[src/rtl/ffb_pkg.sv]
// shared types and constants of the friction factor blend unit
package ffb_pkg;

  localparam logic [31:0] RE_MIN        = 32'd256;
  localparam logic [31:0] RE_LAM_END    = 32'd102400;
  localparam logic [31:0] RE_TURB_START = 32'd1280000;
  localparam logic [31:0] PSI_SPAN      = 32'd1177600;
  localparam logic [31:0] LAM_K         = 32'd110;
  localparam logic [49:0] TURB_K        = 50'd416582965531771;
  localparam logic [41:0] PSI_RECIP     = 42'd3916173589018;

  localparam int SQ_STEPS = 32;
  localparam int DV_STEPS = 32;
  localparam int FT_STEPS = 24;

  typedef enum logic [1:0] {
    REG_LAMINAR   = 2'd0,
    REG_BLEND     = 2'd1,
    REG_TURBULENT = 2'd2
  } region_t;

  typedef struct packed {
    logic [63:0] rad;
    logic [33:0] rem;
    logic [31:0] root;
  } sq_t;

  typedef struct packed {
    logic [31:0] rem;
    logic [31:0] lo;
    logic [31:0] d;
    logic [31:0] quo;
  } dv_t;

  typedef struct packed {
    logic        valid;
    region_t     region;
    logic [31:0] fl;
    logic        p_zero;
    logic [31:0] sp;
    logic [32:0] sm;
  } side_t;

endpackage

[src/rtl/ffb_sqrt_cell.sv]
// one digit step of a pipelined integer square root
module ffb_sqrt_cell import ffb_pkg::*; (
  input  logic clk,
  input  logic en,
  input  sq_t  a,
  output sq_t  y
);

  logic [35:0] t;
  logic [35:0] trial;
  logic [35:0] diff;
  sq_t         nxt;

  always_comb begin
    t       = {a.rem, a.rad[63:62]};
    trial   = {2'b00, a.root, 2'b01};
    diff    = t - trial;
    nxt.rad = {a.rad[61:0], 2'b00};
    if (t >= trial) begin
      nxt.rem  = diff[33:0];
      nxt.root = {a.root[30:0], 1'b1};
    end else begin
      nxt.rem  = t[33:0];
      nxt.root = {a.root[30:0], 1'b0};
    end
  end

  always_ff @(posedge clk) begin
    if (en) begin
      y <= nxt;
    end
  end

endmodule

[config.mk]
export PLATFORM = sky130hd
export DESIGN_NAME = ffb_sqrt_cell
export DESIGN_NICKNAME = d
export VERILOG_FILES = /design/src/rtl/ffb_pkg.sv /design/src/rtl/ffb_sqrt_cell.sv
export SDC_FILE = /design/constraint.sdc
export NUM_CORES = 1
export LEC_CHECK = 0
export BUFFER_PORTS_ARGS = -buffer_cell sky130_fd_sc_hd__buf_2
export CAP_MARGIN = 15
export CORE_MARGIN = 2
export CORE_UTILIZATION = 44
export CTS_BUF_LIST = sky130_fd_sc_hd__clkbuf_16
export DETAILED_ROUTE_END_ITERATION = 8
export PLACE_DENSITY = 0.81
export SYNTH_ARGS = -nofsm -noshare
export SYNTH_HDL_FRONTEND = slang
export SYNTH_SLANG_ARGS = --single-unit
[constraint.sdc]
create_clock -name clk -period 2.5 [get_ports clk]
set_input_delay 0.125 -clock clk [delete_from_list [all_inputs] [get_ports clk]]
set_output_delay 0.125 -clock clk [all_outputs]
set_load 0.02 [all_outputs]
After elaboration in Yosys (flattened, before gate mapping)
Index checks and enable logic that the tools add are counted.

$add $sub $neg: 1. Order comparisons: 1. Mux-type cells: 1.

Operator list (number): $mux 66 (1); $ge 36x34->1 (1); $sub 34x34->34 (1).

Register bits after elaboration: 128. Input port bits: 132. Output and inout port bits: 130. Logic and storage cells: 6.

Logic depth before layout (Yosys ltp)
Depth in word-level cells: 2. Gate-level depth with buffers: 13. Gate-level depth less buffers: 10.

Worst setup path after synthesis
Ideal clock, no wire load.

Path kind: input-to-reg. From: input port a[9] (netlist bit). To: register y[59] (netlist bit), data pin. Library setup time: 0.260 ns. Arrival: 2.124 ns. Data required time: 2.240 ns. Setup slack: 0.116 ns. Stages on the path: 10. Buffers on the path: 0. Cells stage by stage: inv_1 > ha_1 > a21o_1 > a31o_1 > a211oi_4 > o211ai_2 > a21bo_2 > mux2i_1 > o221ai_1 > mux2_4.

RTL lines: from (decl) (line ffb_sqrt_cell.sv:5) `input sq_t a,`; to (signal assigned) (line ffb_sqrt_cell.sv:30) `y <= nxt;`; to (decl) (line ffb_sqrt_cell.sv:6) `output sq_t y`.

==> impl_metrics.ini <==
[grt]
use_met1_pct = 27.8
met3_usage_pct = 6.68
grt_util_met2_pct = 46.3
antenna_found_initial = 1
overflow = 0
grt_busiest_layer = met2
grt_pass1_vias = 5757
grtUsageTotal_pct = 25.5
grt_pass1_wl_mm = 29.2
grt_start_max_net_pins = 65

[critical_path]
crit_path_start_kind = input port
slowest_stage = dlygate4sd3_1
slowest_delay_ns = 0.54
crit_type = input port to flip-flop
critical_path.endpoint = y[58]
crit_start = a[58]
end_kind = flip-flop
path_cells = dlygate4sd3_1 -> buf_2 -> ha_1 -> nand2_1 -> nor2_2 -> nand3_1 -> o311ai_2 -> a211oi_2 -> o21a_2 -> buf_12 -> and2_2 -> a31o_1
required_ns = 2.67
critPathMaxFanout = 21
arrival_ns = 2.59

[floorplanning]
die-area_sq_um = 15300
core.rowCount = 43
initial_core_util_pct = 45.3
fp.dieH_microns = 124
die_w_microns = 124
ios = 262
core-area_sq_um = 13900

[layout]
reg_top3 = y (128)
syn_to_final_growth_pct = 57.2
fin_cells = 1125
layout-drive-gt1-share_pct = 39.6
top_register = y
antenna_cells = 0
stdcell_area_sq_um = 9930
fin_nets = 1099
largest_register_ff_count = 128
final_cell_mix = buf_2 (258), edfxtp_1 (128), dlygate4sd3_1 (108)
final_common_cell = buf_2
fin_util_pct = 71.2

[synthesis]
synthTopCellsByArea = edfxtp_1 (61%), ha_1 (6.7%), nand2_1 (3.4%)
yosys_warnings = 0
synth-xor-area-share_pct = 3.74
yosys.area_share.simple_pct = 8.88
synth_top_family_by_area = compound AO/OA/AOI/OAI gates
synth_compound_area_share_pct = 14.8
seq_area_frac_synth_pct = 60.9
ys_seq_elements = 128
netlist_instances = 507
muxShareOfSynthArea_pct = 0.872
yosysTopAreaCell = edfxtp_1
synth_area_per_cell_sq_um = 12.5
async_reset_ff_share_pct = 0
ys.flop_type = edfxtp_1
synth_edf_count = 128
yosysTopAreaCellShare_pct = 60.9
synthAdderAreaFrac_pct = 6.74
synth_cell_types = 62
netlist_area_sq_um = 6310

[clocking]
ctsLongestPathBuffers = 2
htree_levels = 4
cts_buffers = 17
cts_root_buffer = clkbuf_16
clock_sinks = 128
clk_pin_slew_ns = 0.06
cts_tree = yes

[placed_design]
place_inst = 986
gp_routability_congestion = 0.875
hpwl_mm = 13.1
place_area_sq_um = 8220
pre_cts_slack_ns = -0.155
port_buffers = 259

[detailed_routing]
drtAntennaViolNets = 0
post-route-drc-count = 0
drt_iter0_drc = 390
wl_per_cell_microns = 17.6
first_pass_iters = 5
routed_wl_mm = 19.8
vias = 5647
routed_via_density = 5.02

[sta]
max_freq_ghz = 0.414
slew_violations = 0
setup_viol = 0
slew_headroom_pct = 66.5
rsz0062_at_grt = false
hold_viol = 0
holdWs_ns = 0.0179
finalCritPeriodShare_pct = 96.6
period_needed_ns = 2.42
worst_slew_pin_slew_ns = 0.497
fin_setup_tns_ns = 0
fin_ws_ns = 0.0844

[power_and_ir_drop]
power_density_nw_per_um2 = 685
irDropWorstVdd_v = 0.000446
power_mw = 6.80
leakage_nw = 4.48

[min_path]
hold_path.class = input port to flip-flop

[flow_run]
max_cap_violations = 0

[outcome]
outcome = finished, final reports clean
## cells in the mapped netlist (2+ instances only)
master / count
edfxtp_1: 128
nand2_1: 58
inv_1: 42
o21ai_0: 41
ha_1: 34
a21oi_1: 28
a21o_1: 19
nor2_1: 18
xnor2_1: 14
xor2_1: 13
nor3_1: 10
buf_2: 6
nand3_1: 6
nand4_1: 6
nand2b_1: 5
a31oi_1: 4
clkbuf_1: 4
mux2i_1: 4
o21ai_1: 4
o31ai_1: 4
and2_1: 3
and3_2: 3
o21a_1: 3
o41ai_2: 3
a21boi_0: 2
a31o_1: 2
and2_2: 2
and3_1: 2
buf_4: 2
clkbuf_2: 2
o211ai_1: 2
o221ai_1: 2
o31a_1: 2
## worst min path at each step
stage / from / endpoint / cells after the start
floorplan: a[98] / y[100] / 0
global placement: a[97] / y[99] / 1
detailed placement: a[81] / y[83] / 1
CTS: a[51] / y[53] / 3
global route: a[51] / y[53] / 3
finish: a[51] / y[53] / 3
## cell type report
type | instances | area (sq um)
Fill cell | 983 | 4010
Sequential cell | 128 | 3840
Timing Repair Buffer | 422 | 2850
Multi-Input combinational cell | 321 | 2260
Clock buffer | 17 | 425
Tap cell | 180 | 225
Clock inverter | 14 | 165
Inverter | 43 | 163
## repair_timing
item	in CTS	in global routing
setup buffers	0	0
resized for setup	0	8
endpoints found under the hold margin	108	0
endpoints found under the setup margin	0	24
hold buffers	108	0
## metal layers
metal | vias up | wire (microns)
met5 | - | 13
met2 | 244 | 10200
met3 | 43 | 1520
met4 | 2 | 656
met1 | 2630 | 7450
li1 | 2728 | -
## critical path, delay by kind of cell
family / cells / cell delay, ns
adder cells (fa/ha/maj): 1 / 0.28
AO/OA/AOI/OAI: 4 / 0.81
AND/OR/NAND/NOR: 4 / 0.54
buffers and inverters: 3 / 0.84
## cells by family (layout without fill, tap and decap cells)
| logic type | count (synthesis) | after routing |
|---|---|---|
| AOI/OAI and AO/OA | 133 | 133 |
| xor gates and xnor gates | 27 | 27 |
| adders and majority gates | 34 | 34 |
| buffers and inverters | 59 | 496 |
| DFF | 128 | 128 |
| muxes | 5 | 5 |
| other | 1 | 2 |
| and+or+nand+nor | 120 | 120 |
## report_power, final
part	leakage (nW)	switching (mW)	internal [mW]
sequential	1.25	0.0609	2.63
clock	0.294	0.961	1.56
combinational	2.93	0.903	0.685
total	4.48	1.92	4.87
(Power assumes the default switching activity.)
