$ cat src/rtl/ffb_pkg.sv
// shared types and constants of the friction factor blend unit
package ffb_pkg;

  localparam logic [31:0] RE_MIN        = 32'd256;
  localparam logic [31:0] RE_LAM_END    = 32'd102400;
  localparam logic [31:0] RE_TURB_START = 32'd1280000;
  localparam logic [31:0] PSI_SPAN      = 32'd1177600;
  localparam logic [31:0] LAM_K         = 32'd110;
  localparam logic [49:0] TURB_K        = 50'd416582965531771;
  localparam logic [41:0] PSI_RECIP     = 42'd3916173589018;

  localparam int SQ_STEPS = 32;
  localparam int DV_STEPS = 32;
  localparam int FT_STEPS = 24;

  typedef enum logic [1:0] {
    REG_LAMINAR   = 2'd0,
    REG_BLEND     = 2'd1,
    REG_TURBULENT = 2'd2
  } region_t;

  typedef struct packed {
    logic [63:0] rad;
    logic [33:0] rem;
    logic [31:0] root;
  } sq_t;

  typedef struct packed {
    logic [31:0] rem;
    logic [31:0] lo;
    logic [31:0] d;
    logic [31:0] quo;
  } dv_t;

  typedef struct packed {
    logic        valid;
    region_t     region;
    logic [31:0] fl;
    logic        p_zero;
    logic [31:0] sp;
    logic [32:0] sm;
  } side_t;

endpackage

$ cat src/rtl/ffb_div_cell.sv
// one quotient bit step of a pipelined restoring divider
module ffb_div_cell import ffb_pkg::*; (
  input  logic clk,
  input  logic en,
  input  dv_t  a,
  output dv_t  y
);

  logic [32:0] t;
  logic [32:0] dd;
  logic [32:0] diff;
  dv_t         nxt;

  always_comb begin
    t      = {a.rem, a.lo[31]};
    dd     = {1'b0, a.d};
    diff   = t - dd;
    nxt.lo = {a.lo[30:0], 1'b0};
    nxt.d  = a.d;
    if (t >= dd) begin
      nxt.rem = diff[31:0];
      nxt.quo = {a.quo[30:0], 1'b1};
    end else begin
      nxt.rem = t[31:0];
      nxt.quo = {a.quo[30:0], 1'b0};
    end
  end

  always_ff @(posedge clk) begin
    if (en) begin
      y <= nxt;
    end
  end

endmodule

$ cat config.mk
export PLATFORM = sky130hd
export DESIGN_NAME = ffb_div_cell
export DESIGN_NICKNAME = d
export VERILOG_FILES = /design/src/rtl/ffb_pkg.sv /design/src/rtl/ffb_div_cell.sv
export SDC_FILE = /design/constraint.sdc
export NUM_CORES = 1
export LEC_CHECK = 0
export ABC_AREA = 0
export BUFFER_PORTS_ARGS = -buffer_cell sky130_fd_sc_hd__buf_2
export CELL_PAD_IN_SITES_DETAIL_PLACEMENT = 1
export CELL_PAD_IN_SITES_GLOBAL_PLACEMENT = 1
export CORE_AREA = 2 2 117 141
export CTS_BUF_LIST = sky130_fd_sc_hd__clkbuf_16
export DETAILED_ROUTE_END_ITERATION = 12
export DIE_AREA = 0 0 119 143
export GPL_TIMING_DRIVEN = 0
export HOLD_SLACK_MARGIN = 0.12
export MAX_ROUTING_LAYER = met4
export PLACE_DENSITY_LB_ADDON = 0.1
export SYNTH_ARGS = -nofsm -noshare
export SYNTH_HDL_FRONTEND = slang
export SYNTH_SLANG_ARGS = --single-unit
$ cat constraint.sdc
create_clock -name clk -period 9.3 [get_ports clk]
set_clock_uncertainty 0.15 [all_clocks]
set_input_delay 1.86 -clock clk [delete_from_list [all_inputs] [get_ports clk]]
set_output_delay 1.86 -clock clk [all_outputs]
set_load 0.02 [all_outputs]
**Word-level counts from Yosys, hierarchy flattened**

Index checks and enable logic that the tools add are counted.

- $add $sub $neg: 1
- Order comparisons: 1
- Mux-type cells: 2

Operators by type and width:

| kind | count |
|---|---|
| greater-or-equal comparator 33 x 32 -> 1 bit | 1 |
| 2-to-1 mux 32 bit | 1 |
| subtractor 32 bit | 1 |
| 2-to-1 mux 1 bit | 1 |

- Register bits: 127
- Input bits: 130
- Output and inout port bits: 128
- Word-level logic and storage cells: 8

**Logic depth before layout (Yosys ltp)**

Gate-level depths: netlist of run 1.

- Depth after elaboration: 2
- Depth in mapped cells: 13
- Gate-level depth less buffers: 11

**Least setup slack after synthesis of run 1**

Ideal clock, no wire load.

- Path kind: in2reg
- From: input port a[55] (netlist name)
- To: register y[100] (netlist name) (data pin)
- Library setup time: 260 ps
- Arrival: 3968 ps
- Data required time: 8890 ps
- Setup slack: 4922 ps
- Stages: 11
- Buffers on the path: 2
- Cells stage by stage: inv_1 -> ha_1 -> buf_6 -> and3_1 -> o21a_1 -> a311oi_2 -> o21ai_1 -> or3b_1 -> o21a_1 -> buf_6 -> mux2_4

RTL lines:

| what | line | source |
|---|---|---|
| start, declared | ffb_div_cell.sv:5 | `input dv_t a,` |
| end signal, assigned | ffb_div_cell.sv:31 | `y <= nxt;` |
| end, declared | ffb_div_cell.sv:6 | `output dv_t y` |

==> results of run 1 <==
## synth_stat cells, types with 2 or more instances
cell         n  area, µm²
edfxtp_1   127       3810
a21oi_1     54        270
inv_1       46        173
nor2_1      37        139
ha_1        32        400
nand2_1     24       90.1
o21ai_0     17       85.1
xnor2_1     16        140
xor2_1      10       87.6
a21o_1       8       60.1
mux2_4       8        120
nand3_1      8       40.0
nand4_1      8       50.1
nand2b_1     7       43.8
o31ai_1      7       52.6
clkbuf_1     6       22.5
o21a_1       6       45.0
buf_2        5       25.0
buf_6        5       56.3
o21bai_1     5       37.5
o21ai_1      4       20.0
a2111oi_0    3       26.3
a211oi_1     3       22.5
and2_1       3       18.8
nor3_1       3       15.0
a31o_2       2       17.5
a31oi_1      2       12.5
and3_1       2       12.5
buf_4        2       15.0
mux2i_1      2       20.0
nand4b_1     2       17.5
nor2b_1      2       12.5
nor4b_1      2       17.5
o211ai_1     2       15.0
or2_2        2       12.5
or3_1        2       12.5
## metal layers
metal	global-route usage, %	part of all wire (%)	wire [µm]	vias to the layer above
li1	-	-	-	2346
met1	23.9	39	7090	2317
met2	39.1	53	9570	174
met3	6.71	6.4	1160	24
met4	7.21	1.5	278	0
met5	-	0	0	-
## layout make-up
type	count	area (µm²)
clock inverter	15	163
tap	208	260
antenna	3	7.51
clock buffer	17	425
fill	1733	7260
buffer	18	119
multi-input combinational	297	2050
inverter	46	173
sequential	127	3810
timing repair buffer	256	1310
## worst paths after layout
| check | endpoint | slack, ns |
|---|---|---|
| setup / recovery | y[119]$_DFFE_PP_ | 4.82 |
| hold / removal | y[20]$_DFFE_PP_ | 1.46 |
## per-stage QoR
stage	util [%]	worst slack (ns)	hold slack, ns	std cells
final	53.4	4.82	1.46	987
after global routing	53.4	4.60	1.44	987
after CTS	53.3	4.80	1.44	984
after detailed placement	49.6	4.37	1.89	952
after global placement	49.4	4.40	1.89	951
after floorplan	-	4.92	1.81	488
## critical path, delay by kind of cell
kind                       cells  cell delay (ns)
adders and majority gates      1             0.28
and+or+nand+nor                2             0.46
buffers and inverters          3             0.34
AOI/OAI and AO/OA              4             1.14
xor gates and xnor gates       1             0.16
muxes                          1             0.26
## logic make-up (layout without fill, tap and decap cells)
group                    count (synthesis)  in the layout
AO/OA/AOI/OAI                          120            120
XOR/XNOR                                26             26
adder cells (fa/ha/maj)                 33             33
buffers and inverters                   64            352
flip-flops                             127            127
multiplexers                            10             10
other                                    1              4
AND/OR/NAND/NOR                        107            107
## report_power, final
group	leakage (nW)	switching, mW	internal [mW]
sequential	1.24	0.0136	0.701
combinational	2.20	0.230	0.139
clock	0.281	0.263	0.398
total	3.72	0.507	1.24
==> impl_metrics.env, run 1 <==
export IMPL_report_final_slew_viol_count=0
export IMPL_drt_pre_antenna_iters=6
export IMPL_worst_hold_path_num_cells=1
export IMPL_fmax_mhz=223
export IMPL_via_count=4861
export IMPL_rsz0062_at_grt="no"
export IMPL_net_count_reported_at_finish=926
export IMPL_finalHoldViolations=0
export IMPL_route_detailed_wl_per_inst_um=18.3
export IMPL_worst_setup_path_end_kind="flop"
export IMPL_dp_hpwl_um=14100
export IMPL_floorplan_initialDensity_pct=39.5
export IMPL_power_per_cell_area_nw_per_um2=210
export IMPL_synth_simple_gate_area_share_pct=8.50
export IMPL_synth_ff_type="edfxtp_1"
export IMPL_placement_rows=50
export IMPL_synth_edf_count=127
export IMPL_crit_start="a[40]"
export IMPL_synthMuxAreaShare_pct=2.28
export IMPL_tritoncts_num_sinks=127
export IMPL_detailedRoute_firstIterationViolations=218
export IMPL_total_wire_length_um=18100
export IMPL_mostFrequentLayoutCell="buf_2"
export IMPL_placed_area_um2=7720
export IMPL_seq_area_frac_synth_pct=62.0
export IMPL_critical_path_peak_fanout=8
export IMPL_layout_drive_gt1_share_pct=40.3
export IMPL_mappedNetlistArea_um2=6150
export IMPL_timing_setup_critical_path_class="in2reg"
export IMPL_avgSynthCellArea_um2=12.6
export IMPL_first_global_vias=5102
export IMPL_worstPathArrival_ns=4.50
export IMPL_hold_class="in2reg"
export IMPL_path_cells="buf_2 > inv_1 > ha_1 > clkbuf_1 > a21oi_1 > o21ai_1 > a2111oi_1 > nor3_1 > nor2_1 > o21bai_1 > xor2_1 > mux2_4"
export IMPL_floorplan_die_area_um2=17000
export IMPL_drc=0
export IMPL_flip_flop_count_of_the_largest_register_all_copies_and_words_added=127
export IMPL_worst_path_max_delay_cell="a2111oi_1"
export IMPL_post_cts_buffers=0
export IMPL_largest_register="y"
export IMPL_detail_route_antenna_nets=0
export IMPL_syn_instance_count=488
export IMPL_cts_tree="yes"
export IMPL_synth_xor_xnor_area_share_pct=3.70
export IMPL_worst_pin_slew_ns=0.804
export IMPL_report_final_setup_viol=0
export IMPL_slew_headroom_pct=46.3
export IMPL_total_of_max_cap_violations=0
export IMPL_startpoint_type="input port"
export IMPL_synthToLayoutAreaGrowth_pct=35.2
export IMPL_antenna_found_initial=3
export IMPL_tritoncts_num_buffers=17
export IMPL_outcome="completed"
export IMPL_avgViaCountPerCell=4.93
export IMPL_p_leak_nw=3.72
export IMPL_cts_path_max_buffers=2
export IMPL_vdd_ir_drop_max_v=0.000104
export IMPL_floorplan_die_width_um=119
export IMPL_design_power_total_mw=1.74
export IMPL_cp_data_required_time_ns=9.32
export IMPL_number_of_h_tree_branching_levels=4
export IMPL_yosysUniqueCellTypes=50
export IMPL_period_needed_ns=4.48
export IMPL_grt_use_total_pct=22.2
export IMPL_synth_top_family_by_area="compound AO/OA/AOI/OAI gates"
export IMPL_hold_buffers=0
export IMPL_grt_pass1_wl_um=28000
export IMPL_die_h_um=143
export IMPL_grt_max_degree=87
export IMPL_post_route_cell_area_um2=8320
export IMPL_synth_yosys_warnings=0
export IMPL_synthArstFlopShare_pct=0
export IMPL_synth_compound_gate_area_share_pct=11.9
export IMPL_synth_seq_cells=127
export IMPL_globalRoute_totalOverflow=0
export IMPL_clk_pin_slew_ns=0.06
export IMPL_most_common_layout_cells="259 x buf_2, 127 x edfxtp_1, 54 x a21oi_1"
export IMPL_gp_routability_congestion=0.852
export IMPL_min_delay_start="a[19]"
export IMPL_core_area_um2=15600
export IMPL_finalSetupTns_ns=0
export IMPL_synthAdderAreaFrac_pct=6.83
export IMPL_postCtsResizedCells=0
export IMPL_biggest_registers_after_layout="y (127)"
export IMPL_placement_io_buffers=255
export IMPL_synth_nets=651
export IMPL_worst_path_max_stage_delay_ns=0.71
export IMPL_clock_root_buffer="clkbuf_16"
export IMPL_period_utilization_post_route_pct=48.2
export IMPL_boundaryPins=258
Note: power is estimated with default switching activity, not from simulation.
==> run 2, diff against run 1 <==
--- a/config.mk
+++ b/config.mk
@@ -5,14 +5,14 @@
 export SDC_FILE = /design/constraint.sdc
 export NUM_CORES = 1
 export LEC_CHECK = 0
-export ABC_AREA = 0
+export ABC_AREA = 1
 export BUFFER_PORTS_ARGS = -buffer_cell sky130_fd_sc_hd__buf_2
 export CELL_PAD_IN_SITES_DETAIL_PLACEMENT = 1
 export CELL_PAD_IN_SITES_GLOBAL_PLACEMENT = 1
-export CORE_AREA = 2 2 117 141
+export CORE_AREA = 2 2 129 156
 export CTS_BUF_LIST = sky130_fd_sc_hd__clkbuf_16
 export DETAILED_ROUTE_END_ITERATION = 12
-export DIE_AREA = 0 0 119 143
+export DIE_AREA = 0 0 131 158
 export GPL_TIMING_DRIVEN = 0
 export HOLD_SLACK_MARGIN = 0.12
 export MAX_ROUTING_LAYER = met4
==> constraint.sdc (replaced) <==
create_clock -name clk -period 4.3 [get_ports clk]
set_clock_uncertainty 0.15 [all_clocks]
set_input_delay 0.86 -clock clk [delete_from_list [all_inputs] [get_ports clk]]
set_output_delay 0.86 -clock clk [all_outputs]
set_load 0.02 [all_outputs]
==> run 2 against run 1 <==
  * Non-clock buffer count down 7
  * Die area grew 22%
  * Synthesized cell count rose by 60%
  * Largest power group unchanged
==> impl_metrics.env, run 2 <==
export IMPL_critical_path_peak_fanout=3
export IMPL_globalRoute_totalOverflow=0
export IMPL_finish_cell_count_without_fillers=1330
export IMPL_tritoncts_num_buffers=17
export IMPL_outcome="completed"
export IMPL_net_count_reported_at_finish=1219
export IMPL_detail_route_antenna_nets=0
export IMPL_cp_data_required_time_ns=4.32
export IMPL_report_final_setup_viol=0
export IMPL_multiInputGateArea_um2=2550
export IMPL_synth_nets=944
export IMPL_path_cells="buf_2 > ha_1 > fa_1 > inv_1 > nand3_1 > nand3_1 > nand2_1 > nand3_1 > nand2_1 > nand3_1 > nand2_1 > nand3_2 > nand2_1"
export IMPL_seq_power_share_pct=40.3
export IMPL_placement_rows=56
export IMPL_floorplan_initialDensity_pct=36.4
export IMPL_post_synth_main_area_contributors="edfxtp_1 54%, nand2_1 15%, inv_1 8.0%"
export IMPL_worst_path_max_stage_delay_ns=0.42
export IMPL_gp_routability_congestion=0.868
export IMPL_synth_largest_area_cell="edfxtp_1"
export IMPL_cts_path_max_buffers=2
export IMPL_mostFrequentLayoutCell="nand2_1"
export IMPL_layout_drive_gt1_share_pct=31.0
export IMPL_floorplan_die_width_um=131
export IMPL_worst_hold_path_num_cells=1
export IMPL_vdd_ir_drop_max_v=0.000252
export IMPL_min_delay_start="a[24]"
export IMPL_worst_setup_path_end_kind="flop"
export IMPL_synth_seq_cells=127
export IMPL_synth_commonest_cells="276 x nand2_1, 149 x inv_1, 127 x edfxtp_1"
export IMPL_synth_yosys_warnings=0
export IMPL_mappedNetlistArea_um2=7020
export IMPL_period_utilization_post_route_pct=62.9
export IMPL_drc=0
export IMPL_largest_register="y"
export IMPL_cts_tree="yes"
export IMPL_synth_most_common_cell="nand2_1"
export IMPL_final_critical_path_setup_slack_ns=1.60
export IMPL_clk_pin_slew_ns=0.06
export IMPL_floorplan_die_area_um2=20700
export IMPL_finalSetupTns_ns=0
export IMPL_tritoncts_num_sinks=127
export IMPL_p_switching_mw=1.17
export IMPL_core_area_um2=19300
export IMPL_dp_cells=1298
export IMPL_postCtsResizedCells=0
export IMPL_clock_root_buffer="clkbuf_16"
export IMPL_p_leak_nw=4.76
export IMPL_swShare_pct=30.6
export IMPL_biggest_registers_after_layout="y (127)"
export IMPL_yosys_top_cell_area_share_pct=54.3
export IMPL_hold_buffers=0
export IMPL_yosysUniqueCellTypes=31
export IMPL_total_wire_length_um=21800
export IMPL_worst_path_max_delay_cell="fa_1"
export IMPL_startpoint_type="input port"
export IMPL_hold_path_end="y[25]$_DFFE_PP_"
export IMPL_antenna_found_initial=1
export IMPL_detailedRoute_firstIterationViolations=227
export IMPL_final_core_utilization_pct=47.9
export IMPL_avgSynthCellArea_um2=8.99
export IMPL_most_common_layout_cells="276 x nand2_1, 261 x buf_2, 149 x inv_1"
export IMPL_synthToLayoutAreaGrowth_pct=31.6
export IMPL_post_cts_buffers=0
export IMPL_power_share_of_the_combinational_group_pct=21.8
export IMPL_internal_power_mw=2.65
export IMPL_avgViaCountPerCell=4.53
export IMPL_worstPathArrival_ns=2.73
export IMPL_number_of_h_tree_branching_levels=4
export IMPL_power_frac_clock_pct=38.0
export IMPL_finalHoldViolations=0
export IMPL_synth_edf_count=127
export IMPL_grt_use_total_pct=21.5
export IMPL_die_h_um=158
export IMPL_rsz0062_at_grt="no"
export IMPL_synth_ff_type="edfxtp_1"
export IMPL_grt_pass1_wl_um=32800
export IMPL_fmax_mhz=370
export IMPL_first_global_vias=6254
export IMPL_syn_instance_count=781
export IMPL_period_needed_ns=2.70
export IMPL_drt_pre_antenna_iters=4
export IMPL_report_final_slew_viol_count=0
export IMPL_total_of_max_cap_violations=0
export IMPL_synthArstFlopShare_pct=0
export IMPL_via_count=6029
export IMPL_timing_setup_critical_path_class="in2reg"
export IMPL_placement_io_buffers=255
export IMPL_num_fill_cells=2377
export IMPL_dp_hpwl_um=17700
export IMPL_hold_class="in2reg"
export IMPL_grt_max_degree=89
export IMPL_power_per_cell_area_nw_per_um2=413
export IMPL_flip_flop_count_of_the_largest_register_all_copies_and_words_added=127
export IMPL_seq_area_frac_synth_pct=54.3
export IMPL_seq_area_um2=3810
export IMPL_dp_worst_setup_slack_ns=1.16
export IMPL_boundaryPins=258
export IMPL_route_detailed_wl_per_inst_um=16.4
## run 2: cell count changes after synthesis, moves of 8 or more
cell and change:
nand2_1 +252, inv_1 +103, nand3_1 +44, a21oi_1 -33, nand3_2 +16, o21ai_0 -15, xnor2_1 -15, nand3b_1 +9
a21o_1 -8, mux2_4 -8
## run 2: per-layer routing
layer | share of wire, % | up-vias | global-route usage (%)
li1 | - | 3037 | -
met1 | 40 | 2760 | 24.0
met2 | 50 | 198 | 37.3
met3 | 7.6 | 34 | 5.64
met4 | 2.3 | 0 | 7.09
met5 | 0 | - | -
## run 2: power by group through the flow
stage,combinational [mW],clock (mW),sequential [mW]
final,0.831,1.45,1.54
after global routing,0.926,1.54,1.55
after CTS,0.844,1.50,1.54
after detailed placement,0.840,0,1.56
after global placement,0.822,0,1.56
after floorplan,0.351,0,1.72
## run 2: cells by family after synthesis
family                   synth area share [%]
flip-flops                               54.3
buffers and inverters                    9.39
adder cells (fa/ha/maj)                  5.99
AO/OA/AOI/OAI                            1.75
XOR/XNOR                                 1.75
AND/OR/NAND/NOR                          26.7
other                                  0.0534
## run 2: how the worst max path moves through the flow
stage,from,end,cells past startpoint
after floorplan,a[95],y[112]$_DFFE_PP_,13
after global placement,en,y[21]$_DFFE_PP_,1
after detailed placement,a[32],y[120]$_DFFE_PP_,13
after CTS,a[32],y[120]$_DFFE_PP_,13
after global routing,a[55],y[117]$_DFFE_PP_,13
final,a[32],y[120]$_DFFE_PP_,13
## run 2: layout make-up
type	instances	area share, %
antenna	1	0.0271
buffer	11	0.962
clock buffer	17	4.60
clock inverter	14	1.68
inverter	152	6.18
multi-input combinational	491	27.6
sequential	127	41.3
tap	261	3.53
timing repair buffer	256	14.2
## run 2: stage by stage
stage               hold WS [ns]  instance area [µm²]  power [mW]
floorplan                  0.809                 7020        2.08
detailed placement         0.888                 8660        2.40
finish                     0.465                 9240        3.82
global placement           0.886                 8620        2.38
CTS                        0.446                 9240        3.88
global route               0.445                 9240        4.01
## run 2: worst max-delay path: cells and delay by family
family | cells | cell delay (ns)
buf+inv | 2 | 0.25
fa+ha+maj | 2 | 0.64
simple gates | 9 | 0.97
==> run 3, diff against run 2 <==
--- a/config.mk
+++ b/config.mk
@@ -5,14 +5,14 @@
 export SDC_FILE = /design/constraint.sdc
 export NUM_CORES = 1
 export LEC_CHECK = 0
-export ABC_AREA = 1
+export ABC_AREA = 0
 export BUFFER_PORTS_ARGS = -buffer_cell sky130_fd_sc_hd__buf_2
 export CELL_PAD_IN_SITES_DETAIL_PLACEMENT = 1
 export CELL_PAD_IN_SITES_GLOBAL_PLACEMENT = 1
-export CORE_AREA = 2 2 129 156
+export CORE_AREA = 2 2 128 155
 export CTS_BUF_LIST = sky130_fd_sc_hd__clkbuf_16
 export DETAILED_ROUTE_END_ITERATION = 12
-export DIE_AREA = 0 0 131 158
+export DIE_AREA = 0 0 130 157
 export GPL_TIMING_DRIVEN = 0
 export HOLD_SLACK_MARGIN = 0.12
 export MAX_ROUTING_LAYER = met4
==> constraint.sdc (replaced) <==
create_clock -name clk -period 2.4 [get_ports clk]
set_clock_uncertainty 0.15 [all_clocks]
set_input_delay 0.48 -clock clk [delete_from_list [all_inputs] [get_ports clk]]
set_output_delay 0.48 -clock clk [all_outputs]
set_load 0.02 [all_outputs]
==> run 3 against run 2 <==
  * The flow now finishes with violations (setup timing)
  * Worst setup slack worse by 1.8 ns
  * Combinational power grew to 2.5 times the previous value
  * First-iteration DRC count grew 18%
  * Design area grew 16%
  * Sequential cell count did not move
  * Routed wire length up 4.1%
  * Die area fell by 1.4%
  * Sequential share of layout area shrank 5.8 points
  * Worst hold slack got worse by 0.24 ns
  * Critical endpoint is now y[122]$_DFFE_PP_
==> impl_metrics.env, run 3 (synthesized netlist as in run 1, its figures left out) <==
export IMPL_cp_data_required_time_ns=2.41
export IMPL_placement_io_buffers=255
export IMPL_grt_use_total_pct=22.2
export IMPL_detail_route_antenna_nets=0
export IMPL_report_final_slew_viol_count=0
export IMPL_total_wire_length_um=22700
export IMPL_core_area_um2=18800
export IMPL_antenna_found_initial=1
export IMPL_worst_path_max_delay_cell="or3b_4"
export IMPL_period_needed_ns=2.65
export IMPL_final_critical_path_setup_slack_ns=-0.246
export IMPL_post_route_cell_area_um2=10700
export IMPL_fmax_mhz=378
export IMPL_die_h_um=157
export IMPL_gp_routability_congestion=0.785
export IMPL_cts_path_max_buffers=2
export IMPL_avgViaCountPerCell=4.76
export IMPL_boundaryPins=258
export IMPL_tritoncts_num_buffers=17
export IMPL_drc=0
export IMPL_rsz0062_at_grt="yes"
export IMPL_num_fill_cells=1953
export IMPL_startpoint_type="input port"
export IMPL_cp_num_buf_inv=4
export IMPL_floorplan_die_width_um=130
export IMPL_crit_path_max_delay_family="compound AO/OA/AOI/OAI gates"
export IMPL_floorplan_die_area_um2=20400
export IMPL_p_leak_nw=4.52
export IMPL_worstPathArrival_ns=2.66
export IMPL_cp_common_cell="buf_12"
export IMPL_worst_path_max_stage_delay_ns=0.38
export IMPL_timing_setup_critical_path_class="in2reg"
export IMPL_dp_hpwl_um=13900
export IMPL_placement_rows=55
export IMPL_mostFrequentLayoutCell="buf_2"
export IMPL_cts_tree="yes"
export IMPL_largest_register="y"
export IMPL_floorplan_initialDensity_pct=32.7
export IMPL_vdd_ir_drop_max_v=0.000496
export IMPL_tritoncts_num_sinks=127
export IMPL_dp_cells=1000
export IMPL_grt_max_degree=86
export IMPL_number_of_h_tree_branching_levels=4
export IMPL_via_count=5517
export IMPL_fin_worst_hold_slack_ns=0.224
export IMPL_route_detailed_wl_per_inst_um=19.6
export IMPL_drt_pre_antenna_iters=4
export IMPL_violations_in_the_final_reports="setup timing"
export IMPL_biggest_registers_after_layout="y (127)"
export IMPL_detailedRoute_firstIterationViolations=268
export IMPL_power_per_cell_area_nw_per_um2=709
export IMPL_grt_pass1_wl_um=33100
export IMPL_period_utilization_post_route_pct=110
export IMPL_clk_pin_slew_ns=0.06
export IMPL_finish_cell_count_without_fillers=1159
export IMPL_total_of_max_cap_violations=0
export IMPL_layout_drive_gt1_share_pct=53.1
export IMPL_critical_path_peak_fanout=7
export IMPL_first_global_vias=6152
export IMPL_most_common_layout_cells="238 x buf_2, 127 x edfxtp_1, 94 x dlygate4sd3_1"
export IMPL_outcome="complete, but fails checks"
export IMPL_dp_worst_setup_slack_ns=-1.11
export IMPL_report_final_setup_viol=33
export IMPL_net_count_reported_at_finish=1052
export IMPL_placed_area_um2=7890
export IMPL_worst_setup_path_end_kind="flop"
export IMPL_clock_root_buffer="clkbuf_16"
export IMPL_synthToLayoutAreaGrowth_pct=74.6
export IMPL_final_core_utilization_pct=57.2
export IMPL_finalHoldViolations=0
export IMPL_path_cells="buf_8 > ha_4 > buf_6 > and3_4 > a311oi_2 > o21ai_2 > or3b_4 > o21a_4 > buf_12 > buf_12 > o31ai_4 > o21ai_1"
export IMPL_hold_class="in2reg"
export IMPL_globalRoute_totalOverflow=0
export IMPL_flip_flop_count_of_the_largest_register_all_copies_and_words_added=127
export IMPL_finalSetupTns_ns=-6.13
export IMPL_design_power_total_mw=7.62
-- run 3: cell types whose count changed in the layout (fill, tap and decap cells not counted), moves of 26 or more --
cell / before / now
dlygate4sd3_1: 0 / 94
ha_1: 32 / 6
inv_1: 149 / 32
nand2_1: 276 / 19
nand3_1: 52 / 4
buf_4: 1 / 38
-- run 3: metal layers --
metal / vias to the layer above / wire length, µm / global-route usage [%]
met4: 0 / 257 / 5.68
met3: 21 / 1370 / 5.57
met5: - / 0 / -
li1: 2606 / - / -
met1: 2693 / 8970 / 24.1
met2: 197 / 12100 / 40.3
-- run 3: what timing repair did --
item,CTS,global route
pin swaps,37,17
gates resized for setup,138,84
hold buffers,94,0
setup endpoints to repair,33,33
setup buffers,26,13
gates cloned,2,1
hold endpoints to repair,94,0
-- run 3: worst min-delay path: cells and delay by family --
kind / cells / cell delay, ns
compound gates: 1 / 0.08
simple gates: 1 / 0.03
buf+inv: 1 / 0.08
-- run 3: where the power goes --
group	internal [mW]	switching, mW	total (mW)
clock network	1.66	1.11	2.76
logic	0.942	1.14	2.08
registers	2.72	0.0624	2.78
-- run 3: area by class of cell --
| type | instances | area, µm² | area share [%] |
|---|---|---|---|
| Antenna cell | 1 | 2.50 | 0.0233 |
| Buffer | 8 | 141 | 1.32 |
| Clock buffer | 17 | 425 | 3.96 |
| Clock inverter | 15 | 188 | 1.75 |
| Inverter | 46 | 183 | 1.70 |
| Multi-Input combinational cell | 297 | 2920 | 27.2 |
| Sequential cell | 127 | 3810 | 35.5 |
| Tap cell | 256 | 320 | 2.98 |
| Timing Repair Buffer | 392 | 2750 | 25.6 |
-- run 3: final timing paths --
kind / startpoint / endpoint / slack [ns] / depth (start not counted)
hold / removal: a[95] / y[96]$_DFFE_PP_ / 0.22 / 3
setup / recovery: a[117] / y[122]$_DFFE_PP_ / -0.25 / 12
